File: src/hw/rtl/timer_slot_table_assert.svh
// assertion macros for the timer slot table rtl
// no dependencies; included by modules that carry assertions
`ifndef TIMER_SLOT_TABLE_ASSERT_SVH
`define TIMER_SLOT_TABLE_ASSERT_SVH

`ifndef ASSERT_OFF

`define TST_ASSERT(label, clk, rstn, prop, msg) \
    label: assert property (@(posedge clk) disable iff (!rstn) prop) else $error(msg);

`define TST_ASSERT_NEXT(label, clk, rstn, ante, cons, msg) \
    label: assert property (@(posedge clk) disable iff (!rstn) (ante) |=> (cons)) else $error(msg);

`else

`define TST_ASSERT(label, clk, rstn, prop, msg)

`define TST_ASSERT_NEXT(label, clk, rstn, ante, cons, msg)

`endif

`endif

File: src/hw/rtl/tst_pkg.sv
// shared types and constants of the timer slot table
// no dependencies; imported by tst_engine, timer_slot_table, timer_slot_table_check and timer_slot_table_test
package tst_pkg;

    localparam int SLOT_COUNT = 16;
    localparam int IDX_W      = (SLOT_COUNT > 1) ? $clog2(SLOT_COUNT) : 1;
    localparam int ID_W       = 31;
    localparam int TIME_W     = 32;
    localparam logic [TIME_W-1:0] ID_LIMIT = 32'h7fff_ffff;

    typedef enum logic [1:0] {
        MODE_ADD    = 2'd0,
        MODE_REMOVE = 2'd1,
        MODE_TICK   = 2'd2,
        MODE_NOP    = 2'd3
    } mode_t;

    typedef enum logic [2:0] {
        KIND_ADDED     = 3'd0,
        KIND_REJECTED  = 3'd1,
        KIND_REMOVED   = 3'd2,
        KIND_NOT_FOUND = 3'd3,
        KIND_FIRED     = 3'd4,
        KIND_TICK_DONE = 3'd5
    } kind_t;

    typedef enum logic [2:0] {
        ST_IDLE,
        ST_ADD,
        ST_SCAN_RD,
        ST_SCAN_CHK,
        ST_EMIT
    } state_t;

    typedef struct packed {
        logic [ID_W-1:0]   ident;
        logic              wall;
        logic [TIME_W-1:0] due;
        logic [ID_W-1:0]   period;
    } slot_entry_t;

    localparam int ENTRY_W = $bits(slot_entry_t);

    typedef struct packed {
        mode_t             mode;
        logic              clock_kind;
        logic [TIME_W-1:0] due_time;
        logic [ID_W-1:0]   period;
        logic [ID_W-1:0]   target_id;
        logic [TIME_W-1:0] mono_now;
        logic [TIME_W-1:0] wall_now;
        logic              wall_valid;
    } cmd_t;

    typedef struct packed {
        kind_t           kind;
        logic [ID_W-1:0] timer_id;
        logic            last;
    } result_t;

endpackage

File: src/hw/rtl/tst_ram.sv
// generic single-port-write, single-port-read ram with registered read
// no dependencies
module tst_ram #(
    parameter int WIDTH = 8,
    parameter int DEPTH = 16,
    localparam int AW   = (DEPTH > 1) ? $clog2(DEPTH) : 1
) (
    input  logic             aclk,
    input  logic             we,
    input  logic [AW-1:0]    waddr,
    input  logic [WIDTH-1:0] wdata,
    input  logic [AW-1:0]    raddr,
    output logic [WIDTH-1:0] rdata
);

    logic [WIDTH-1:0] mem_reg [DEPTH];
    logic [WIDTH-1:0] rdata_reg;

    always_ff @(posedge aclk) begin
        if (we) begin
            mem_reg[waddr] <= wdata;
        end
        rdata_reg <= mem_reg[raddr];
    end

    assign rdata = rdata_reg;

endmodule

File: src/hw/rtl/tst_engine.sv
// command sequencer: add, remove and tick scan over the slot ram
// depends on tst_pkg and timer_slot_table_assert.svh
`include "timer_slot_table_assert.svh"

module tst_engine import tst_pkg::*; (
    input  logic               aclk,
    input  logic               aresetn,
    input  logic               cmd_valid,
    output logic               cmd_ready,
    input  cmd_t               cmd,
    output logic               res_valid,
    input  logic               res_ready,
    output result_t            res,
    output logic               ram_we,
    output logic [IDX_W-1:0]   ram_waddr,
    output logic [ENTRY_W-1:0] ram_wdata,
    output logic [IDX_W-1:0]   ram_raddr,
    input  logic [ENTRY_W-1:0] ram_rdata
);

    localparam logic [IDX_W-1:0] LAST_IDX = IDX_W'(SLOT_COUNT - 1);

    state_t                  state_reg, state_next;
    cmd_t                    cmd_reg, cmd_next;
    logic [IDX_W-1:0]        idx_reg, idx_next;
    logic [SLOT_COUNT-1:0]   used_reg, used_next;
    logic [TIME_W-1:0]       next_ident_reg, next_ident_next;
    result_t                 res_reg, res_next;

    slot_entry_t       ent;
    slot_entry_t       wr_entry;
    logic [IDX_W-1:0]  free_idx;
    logic              free_found;
    logic              table_full;
    logic              ids_out;
    logic [TIME_W-1:0] newest;
    logic [TIME_W-1:0] period_ext;
    logic [TIME_W-1:0] mono_diff;
    logic [TIME_W-1:0] now_time;
    logic              live;
    logic              wall_arm;
    logic              fire;
    logic              arm;
    logic              match;
    logic              at_last;

    assign ent = slot_entry_t'(ram_rdata);

    always_comb begin
        free_idx   = '0;
        free_found = 1'b0;
        for (int i = 0; i < SLOT_COUNT; i++) begin
            if (!used_reg[i] && !free_found) begin
                free_idx   = IDX_W'(i);
                free_found = 1'b1;
            end
        end
    end

    assign table_full = &used_reg;
    assign ids_out    = (next_ident_reg == '0) || (next_ident_reg > ID_LIMIT);
    assign newest     = next_ident_reg - TIME_W'(1);
    assign period_ext = {1'b0, ent.period};
    assign mono_diff  = cmd_reg.mono_now - ent.due;
    assign now_time   = ent.wall ? cmd_reg.wall_now : cmd_reg.mono_now;
    assign live       = used_reg[idx_reg] && ({1'b0, ent.ident} <= newest);
    assign wall_arm   = (ent.due == '0) && (ent.period != '0);
    assign fire       = live && (ent.wall
                        ? (cmd_reg.wall_valid && !wall_arm && (cmd_reg.wall_now >= ent.due))
                        : !mono_diff[TIME_W-1]);
    assign arm        = live && ent.wall && cmd_reg.wall_valid && wall_arm;
    assign match      = used_reg[idx_reg] && (ent.ident == cmd_reg.target_id);
    assign at_last    = (idx_reg == LAST_IDX);

    always_ff @(posedge aclk) begin
        if (!aresetn) begin
            state_reg      <= ST_IDLE;
            used_reg       <= '0;
            next_ident_reg <= TIME_W'(1);
        end else begin
            state_reg      <= state_next;
            used_reg       <= used_next;
            next_ident_reg <= next_ident_next;
        end
    end

    always_ff @(posedge aclk) begin
        cmd_reg <= cmd_next;
        idx_reg <= idx_next;
        res_reg <= res_next;
    end

    always_comb begin
        state_next      = state_reg;
        cmd_next        = cmd_reg;
        idx_next        = idx_reg;
        used_next       = used_reg;
        next_ident_next = next_ident_reg;
        res_next        = res_reg;
        ram_we          = 1'b0;
        ram_waddr       = idx_reg;
        wr_entry        = ent;
        ram_raddr       = idx_reg;
        cmd_ready       = 1'b0;
        res_valid       = 1'b0;

        unique case (state_reg)
            ST_IDLE: begin
                cmd_ready = 1'b1;
                if (cmd_valid) begin
                    cmd_next = cmd;
                    idx_next = '0;
                    unique case (cmd.mode)
                        MODE_ADD:    state_next = ST_ADD;
                        MODE_REMOVE: state_next = ST_SCAN_RD;
                        MODE_TICK:   state_next = ST_SCAN_RD;
                        default:     state_next = ST_IDLE;
                    endcase
                end
            end

            ST_ADD: begin
                state_next = ST_EMIT;
                if (ids_out || table_full) begin
                    res_next = '{kind: KIND_REJECTED, timer_id: '0, last: 1'b1};
                end else begin
                    ram_we              = 1'b1;
                    ram_waddr           = free_idx;
                    wr_entry.ident      = next_ident_reg[ID_W-1:0];
                    wr_entry.wall       = cmd_reg.clock_kind;
                    wr_entry.due        = cmd_reg.due_time;
                    wr_entry.period     = cmd_reg.period;
                    used_next[free_idx] = 1'b1;
                    next_ident_next     = next_ident_reg + TIME_W'(1);
                    res_next = '{kind: KIND_ADDED, timer_id: next_ident_reg[ID_W-1:0],
                                 last: 1'b1};
                end
            end

            ST_SCAN_RD: begin
                ram_raddr  = idx_reg;
                state_next = ST_SCAN_CHK;
            end

            ST_SCAN_CHK: begin
                if (cmd_reg.mode == MODE_REMOVE) begin
                    if (match) begin
                        used_next[idx_reg] = 1'b0;
                        res_next = '{kind: KIND_REMOVED, timer_id: cmd_reg.target_id,
                                     last: 1'b1};
                        state_next = ST_EMIT;
                    end else if (at_last) begin
                        res_next   = '{kind: KIND_NOT_FOUND, timer_id: '0, last: 1'b1};
                        state_next = ST_EMIT;
                    end else begin
                        idx_next  = idx_reg + IDX_W'(1);
                        ram_raddr = idx_reg + IDX_W'(1);
                    end
                end else begin
                    if (fire) begin
                        res_next   = '{kind: KIND_FIRED, timer_id: ent.ident, last: 1'b0};
                        state_next = ST_EMIT;
                        if (ent.period == '0) begin
                            used_next[idx_reg] = 1'b0;
                        end else begin
                            ram_we       = 1'b1;
                            wr_entry.due = now_time + period_ext;
                        end
                    end else begin
                        if (arm) begin
                            ram_we       = 1'b1;
                            wr_entry.due = cmd_reg.wall_now + period_ext;
                        end
                        if (at_last) begin
                            res_next   = '{kind: KIND_TICK_DONE, timer_id: '0, last: 1'b1};
                            state_next = ST_EMIT;
                        end else begin
                            idx_next  = idx_reg + IDX_W'(1);
                            ram_raddr = idx_reg + IDX_W'(1);
                        end
                    end
                end
            end

            ST_EMIT: begin
                res_valid = 1'b1;
                if (res_ready) begin
                    if (res_reg.last) begin
                        state_next = ST_IDLE;
                    end else if (at_last) begin
                        res_next = '{kind: KIND_TICK_DONE, timer_id: '0, last: 1'b1};
                    end else begin
                        idx_next   = idx_reg + IDX_W'(1);
                        state_next = ST_SCAN_RD;
                    end
                end
            end

            default: state_next = ST_IDLE;
        endcase
    end

    assign ram_wdata = wr_entry;
    assign res       = res_reg;

    `TST_ASSERT(a_ident_range, aclk, aresetn, (next_ident_reg - TIME_W'(1)) <= ID_LIMIT, "next id out of range")
    `TST_ASSERT_NEXT(a_add_takes_slot, aclk, aresetn, (state_reg == ST_ADD) && ram_we, $countones(used_reg) == $past($countones(used_reg)) + 1, "add did not take exactly one slot")
    `TST_ASSERT(a_fire_in_tick, aclk, aresetn, (state_reg == ST_EMIT) && (res_reg.kind == KIND_FIRED) |-> (cmd_reg.mode == MODE_TICK), "fired word outside a tick")
    `TST_ASSERT(a_remove_no_write, aclk, aresetn, !(ram_we && (state_reg == ST_SCAN_CHK) && (cmd_reg.mode == MODE_REMOVE)), "remove wrote the slot ram")

endmodule

File: src/hw/rtl/timer_slot_table.sv
// timer slot table top level: stream ports, input decode, output register
// depends on tst_pkg, tst_ram and tst_engine
//
//  channel | dir | group                                 | word
//  --------+-----+---------------------------------------+-------------------------
//  s_      | in  | s_tvalid s_tready s_tdata s_tuser     | one command (add, remove, tick)
//  m_      | out | m_tvalid m_tready m_tdata m_tuser m_tlast | one result word
//
//  one command at a time; s_tready is high only while the sequencer is idle
//  add: one slot write, then the result; remove: up to SLOT_COUNT slot ram reads
//  tick: reads every slot through the one-read-port slot ram, plus a word per fired slot
//  reset: aresetn low clears all slots and sets the next id to one, no clearing pass
//  a stalled m_ side holds the result in the output register and the scan waits behind it
module timer_slot_table import tst_pkg::*; (
    input  logic         aclk,
    input  logic         aresetn,
    input  logic         s_tvalid,
    output logic         s_tready,
    // clock_kind[0], due_time[32:1], period[63:33], target_id[94:64],
    // mono_now[126:95], wall_now[158:127], wall_valid[159]
    input  logic [159:0] s_tdata,
    // mode[1:0]
    input  logic [1:0]   s_tuser,
    output logic         m_tvalid,
    input  logic         m_tready,
    // timer_id[30:0], zero[31]
    output logic [31:0]  m_tdata,
    // kind[2:0]
    output logic [2:0]   m_tuser,
    output logic         m_tlast
);

    cmd_t               cmd;
    result_t            res;
    logic               res_valid;
    logic               res_ready;
    logic               ram_we;
    logic [IDX_W-1:0]   ram_waddr;
    logic [ENTRY_W-1:0] ram_wdata;
    logic [IDX_W-1:0]   ram_raddr;
    logic [ENTRY_W-1:0] ram_rdata;

    logic    out_valid_reg, out_valid_next;
    result_t out_res_reg, out_res_next;

    always_comb begin
        cmd.mode       = mode_t'(s_tuser);
        cmd.clock_kind = s_tdata[0];
        cmd.due_time   = s_tdata[32:1];
        cmd.period     = s_tdata[63:33];
        cmd.target_id  = s_tdata[94:64];
        cmd.mono_now   = s_tdata[126:95];
        cmd.wall_now   = s_tdata[158:127];
        cmd.wall_valid = s_tdata[159];
    end

    tst_engine u_engine (
        .aclk      (aclk),
        .aresetn   (aresetn),
        .cmd_valid (s_tvalid),
        .cmd_ready (s_tready),
        .cmd       (cmd),
        .res_valid (res_valid),
        .res_ready (res_ready),
        .res       (res),
        .ram_we    (ram_we),
        .ram_waddr (ram_waddr),
        .ram_wdata (ram_wdata),
        .ram_raddr (ram_raddr),
        .ram_rdata (ram_rdata)
    );

    tst_ram #(
        .WIDTH (ENTRY_W),
        .DEPTH (SLOT_COUNT)
    ) u_slot_ram (
        .aclk  (aclk),
        .we    (ram_we),
        .waddr (ram_waddr),
        .wdata (ram_wdata),
        .raddr (ram_raddr),
        .rdata (ram_rdata)
    );

    assign res_ready = !out_valid_reg || m_tready;

    always_comb begin
        out_valid_next = out_valid_reg;
        out_res_next   = out_res_reg;
        if (res_valid && res_ready) begin
            out_valid_next = 1'b1;
            out_res_next   = res;
        end else if (m_tready) begin
            out_valid_next = 1'b0;
        end
    end

    always_ff @(posedge aclk) begin
        if (!aresetn) begin
            out_valid_reg <= 1'b0;
        end else begin
            out_valid_reg <= out_valid_next;
        end
    end

    always_ff @(posedge aclk) begin
        out_res_reg <= out_res_next;
    end

    assign m_tvalid = out_valid_reg;
    assign m_tdata  = {1'b0, out_res_reg.timer_id};
    assign m_tuser  = out_res_reg.kind;
    assign m_tlast  = out_res_reg.last;

endmodule

File: config.mk
export PLATFORM = sky130hd
export DESIGN_NAME = timer_slot_table
export DESIGN_NICKNAME = d
export VERILOG_FILES = /design/src/hw/rtl/tst_pkg.sv /design/src/hw/rtl/tst_ram.sv /design/src/hw/rtl/tst_engine.sv /design/src/hw/rtl/timer_slot_table.sv
export VERILOG_INCLUDE_DIRS = /design/src /design/src/hw/rtl
export SDC_FILE = /design/constraint.sdc
export NUM_CORES = 2
export LEC_CHECK = 0
export BUFFER_PORTS_ARGS = -buffer_cell sky130_fd_sc_hd__buf_2
export CORE_ASPECT_RATIO = 0.5
export CORE_MARGIN = 3
export CORE_UTILIZATION = 30
export CTS_BUF_LIST = sky130_fd_sc_hd__clkbuf_16
export DETAILED_ROUTE_END_ITERATION = 8
export PLACE_DENSITY = 0.46
export REMOVE_ABC_BUFFERS = 1
export SYNTH_ARGS = -nofsm -noshare
export SYNTH_HDL_FRONTEND = slang
export SYNTH_HIERARCHICAL = 1
export SYNTH_SLANG_ARGS = --single-unit
File: constraint.sdc
create_clock -name aclk -period 37.4 [get_ports aclk]
set_input_delay 1.87 -clock aclk [delete_from_list [all_inputs] [get_ports aclk]]
set_output_delay 1.87 -clock aclk [all_outputs]
set_load 0.1 [all_outputs]
==> key figures <==
Clock tree
  • Post-CTS Setup Inserts: 0
  • CTS tree: built
  • Post-CTS Resized: 0
  • Clock transition at path regs: 0.06 ns
  • Hold Buf Count CTS: 0
  • Clock Tree Root: clkbuf_16
  • Clk_lat worst skew: 0.88 ns
  • Total clock sinks: 1903
  • CTS Buffer Depth: 4
  • TritonCTS Buffers: 189
  • H-tree depth: 4

Route
  • Met2 WL post-DR: 117000 µm
  • DR WL/cell: 28.8 µm
  • DR iter-0 viols: 4318
  • Routed length on met1: 105000 µm
  • Routed wire length: 241000 µm
  • 1st-pass router iterations: 7
  • Met3 WL post-DR: 12100 µm
  • Remaining design rule violation count: 0
  • Routed Antenna Nets: 0
  • Via count: 43600
  • Via density: 5.22
  • Uppermost layer routed: met5

Cells and area
  • Layout net count: 5091
  • FILL cells: 24500
  • Multi-input combinational cell area: 21300 µm²
  • Most frequent cells in the layout: edfxtp_1, nand2_1, mux4_2
  • Register area: 55700 µm²
  • Area growth syn-to-layout: 14.3%
  • Post-layout util: 34.7%
  • Max FFs per register: 1520
  • Leading cell type in the layout, fill and taps excluded: edfxtp_1
  • Layout cell share with drive strength beyond 1: 21.1%

Place
  • Buffers on Ports: 202
  • Placed wire-length estimate: 144000 µm
  • Final weighted congestion in routability-driven placement: 0.865

Setup path
  • Crit Path Max Fanout: 48
  • Crit Path Category: reg -> reg
  • Crit path DAT: 10.52 ns
  • Startpoint types: flop
  • Required time of the critical path: 38.15 ns
  • Crit end category: flop

Floorplan
  • Initial Util: 30.4%
  • Die extent in x: 728 µm
  • Row cnt: 131
  • I/O Pins: 204
  • Core area: 257000 µm²
  • DIE AREA: 267000 µm²
  • Height of the die: 367 µm

Synthesis
  • Asr flop ratio synth: 0%
  • Seq/Total Area, Yosys: 71.3%
  • Synth Flop Type: edfxtp_1
  • Synth Area per Inst: 17.4 µm²
  • Netlist Area Pre-Place: 78100 µm²
  • Synth warn: 6
  • Cells after Synth: 4487
  • Post-synth EDFFs: 1756
  • Seq cells post-synth: 1903
  • Cell variety after synth: 87

Hold path
  • Hold WC Path Type: reg -> reg

Power
  • Peak supply drop: 0.0376 mV
  • Final Power: 5.41 mW
  • Pwr Density: 60.6 nW/µm²
  • Leak pwr: 29.3 nW

STA
  • Tmin final: 9.77 ns
  • Count of final hold-check violations: 0
  • Fmax: 102 MHz
  • Hold_ws: 0.418 ns
  • Max-slew violation count: 0
  • Worst-Margin Slew: 1.34 ns
  • Tcrit/Tclk final: 26.1%
  • Relative max-transition margin: 10.3%
  • Clock Skew: 0.0982 ns
  • RSZ-0062 raised after global routing: no
  • Final setup violating endpoints: 0

Global routing
  • GRT Util Overall: 17.7%
  • Global route overflow: 0
  • Vias in the first global route: 44700
  • Largest net degree at the start of global routing: 137
  • Global-route wire length before repair: 342000 µm
  • Initial antenna violation count: 3

Status
  • Status: finished clean

Flow run
  • Maxcap violations: 0
## worst paths after layout
kind | start | end | slack (ns) | cells after the start
max reg2reg | u_engine/next_ident_reg[2] | u_slot_ram/rdata[11] | 27.63 | 23
min reg2reg | u_engine/res[10] | m_tdata[9] | 0.42 | 0
max | u_engine/next_ident_reg[2] | u_slot_ram/rdata[11] | 27.63 | 23
min | u_engine/res[10] | m_tdata[9] | 0.42 | 0
## kinds of logic after synthesis
family                   after synthesis  synth area share, %
AO/OA/AOI/OAI                        706                 6.07
XOR/XNOR                             146                 1.64
other                                  1              0.00480
buffers and inverters                285                 1.69
AND/OR/NAND/NOR                      860                 5.03
multiplexers                         421                 11.6
adder cells (fa/ha/maj)              165                 2.66
flip-flops                          1903                 71.3
## layout make-up
class,instances,area share (%)
antenna,1,0.00280
inverter,60,0.252
clock inverter,143,1.14
multi-input combinational,2299,23.9
tap,3458,4.85
clock buffer,193,5.41
sequential,1903,62.4
timing repair buffer,307,2.07
## critical path, cell delays in order, from the launching register on
cell and delay, ns:
dfxtp_1 0.43, nor4_1 0.54, and2_1 0.27, nand3_1 0.21, or2_2 0.40, or3_1 0.43
nor4_1 0.25, xnor2_1 0.11, ha_1 0.31, nand4_1 0.14, nor4_1 0.54, o221ai_1 0.25
a31oi_1 0.80, nand4b_1 0.32, nor2_4 0.07, nor2_1 0.22, and3_1 0.35, xnor2_2 0.42
buf_4 0.84, buf_4 0.90, buf_4 0.89, mux4_2 0.60, a22oi_1 0.24, nand2_1 0.09
## power by group
group / switching, mW / total (mW) / leakage, nW / internal (mW)
Sequential: 0.0984 / 2.64 / 17.2 / 2.54
Combinational: 0.598 / 0.927 / 9.03 / 0.329
Clock: 0.812 / 1.84 / 3.01 / 1.03
Total: 1.51 / 5.41 / 29.3 / 3.90
## synthesized netlist by cell type, types with 7 or more instances
| cell type | count | share of area [%] |
|---|---|---|
| ha_1 | 163 | 2.6 |
| o21ai_1 | 7 | 0.045 |
| o21a_1 | 11 | 0.11 |
| buf_2 | 34 | 0.22 |
| nand4_1 | 34 | 0.27 |
| nand2_1 | 451 | 2.2 |
| a21oi_1 | 127 | 0.81 |
| nor2_1 | 123 | 0.59 |
| nor3_1 | 41 | 0.26 |
| xnor2_1 | 115 | 1.3 |
| and2_1 | 36 | 0.29 |
| clkbuf_1 | 155 | 0.74 |
| nand3_1 | 42 | 0.27 |
| nor2b_1 | 22 | 0.18 |
| xor2_1 | 31 | 0.35 |
| a21o_1 | 37 | 0.36 |
| o221ai_1 | 7 | 0.079 |
| and3_1 | 15 | 0.12 |
| edfxtp_1 | 1756 | 68 |
| o211ai_1 | 16 | 0.15 |
| mux2_2 | 33 | 0.48 |
| o21ai_0 | 125 | 0.80 |
| o22ai_1 | 11 | 0.088 |
| a31oi_1 | 16 | 0.13 |
| o31ai_1 | 9 | 0.087 |
| a221oi_1 | 9 | 0.10 |
| a22oi_1 | 233 | 2.2 |
| inv_1 | 59 | 0.28 |
| a21boi_0 | 18 | 0.17 |
| buf_6 | 26 | 0.37 |
| o21bai_1 | 11 | 0.11 |
| or3_1 | 15 | 0.12 |
| dfxtp_1 | 147 | 3.8 |
| nor4_1 | 30 | 0.24 |
| nand2b_1 | 16 | 0.13 |
| mux4_2 | 385 | 11 |
| a211oi_1 | 23 | 0.22 |
## metal layers
metal | up-vias | GRT usage, %
li1 | 18600 | -
met1 | 23300 | 24.4
met2 | 1446 | 29.5
met3 | 342 | 2.28
met4 | 2 | 5.02
met5 | - | 0
## through the flow
stage / instance area [µm²] / setup TNS (ns) / std cells / setup WS (ns)
2_1_floorplan: 77000 / -417.55 / 4262 / -4.40
3_3_place_gp: 83400 / 0 / 8026 / 27.43
3_5_place_dp: 83400 / 0 / 8027 / 27.40
4_1_cts: 89200 / 0 / 8363 / 27.49
5_1_grt: 89200 / 0 / 8363 / 26.76
6_report: 89200 / 0 / 8364 / 27.63
Note: power is estimated with default switching activity, not from simulation.
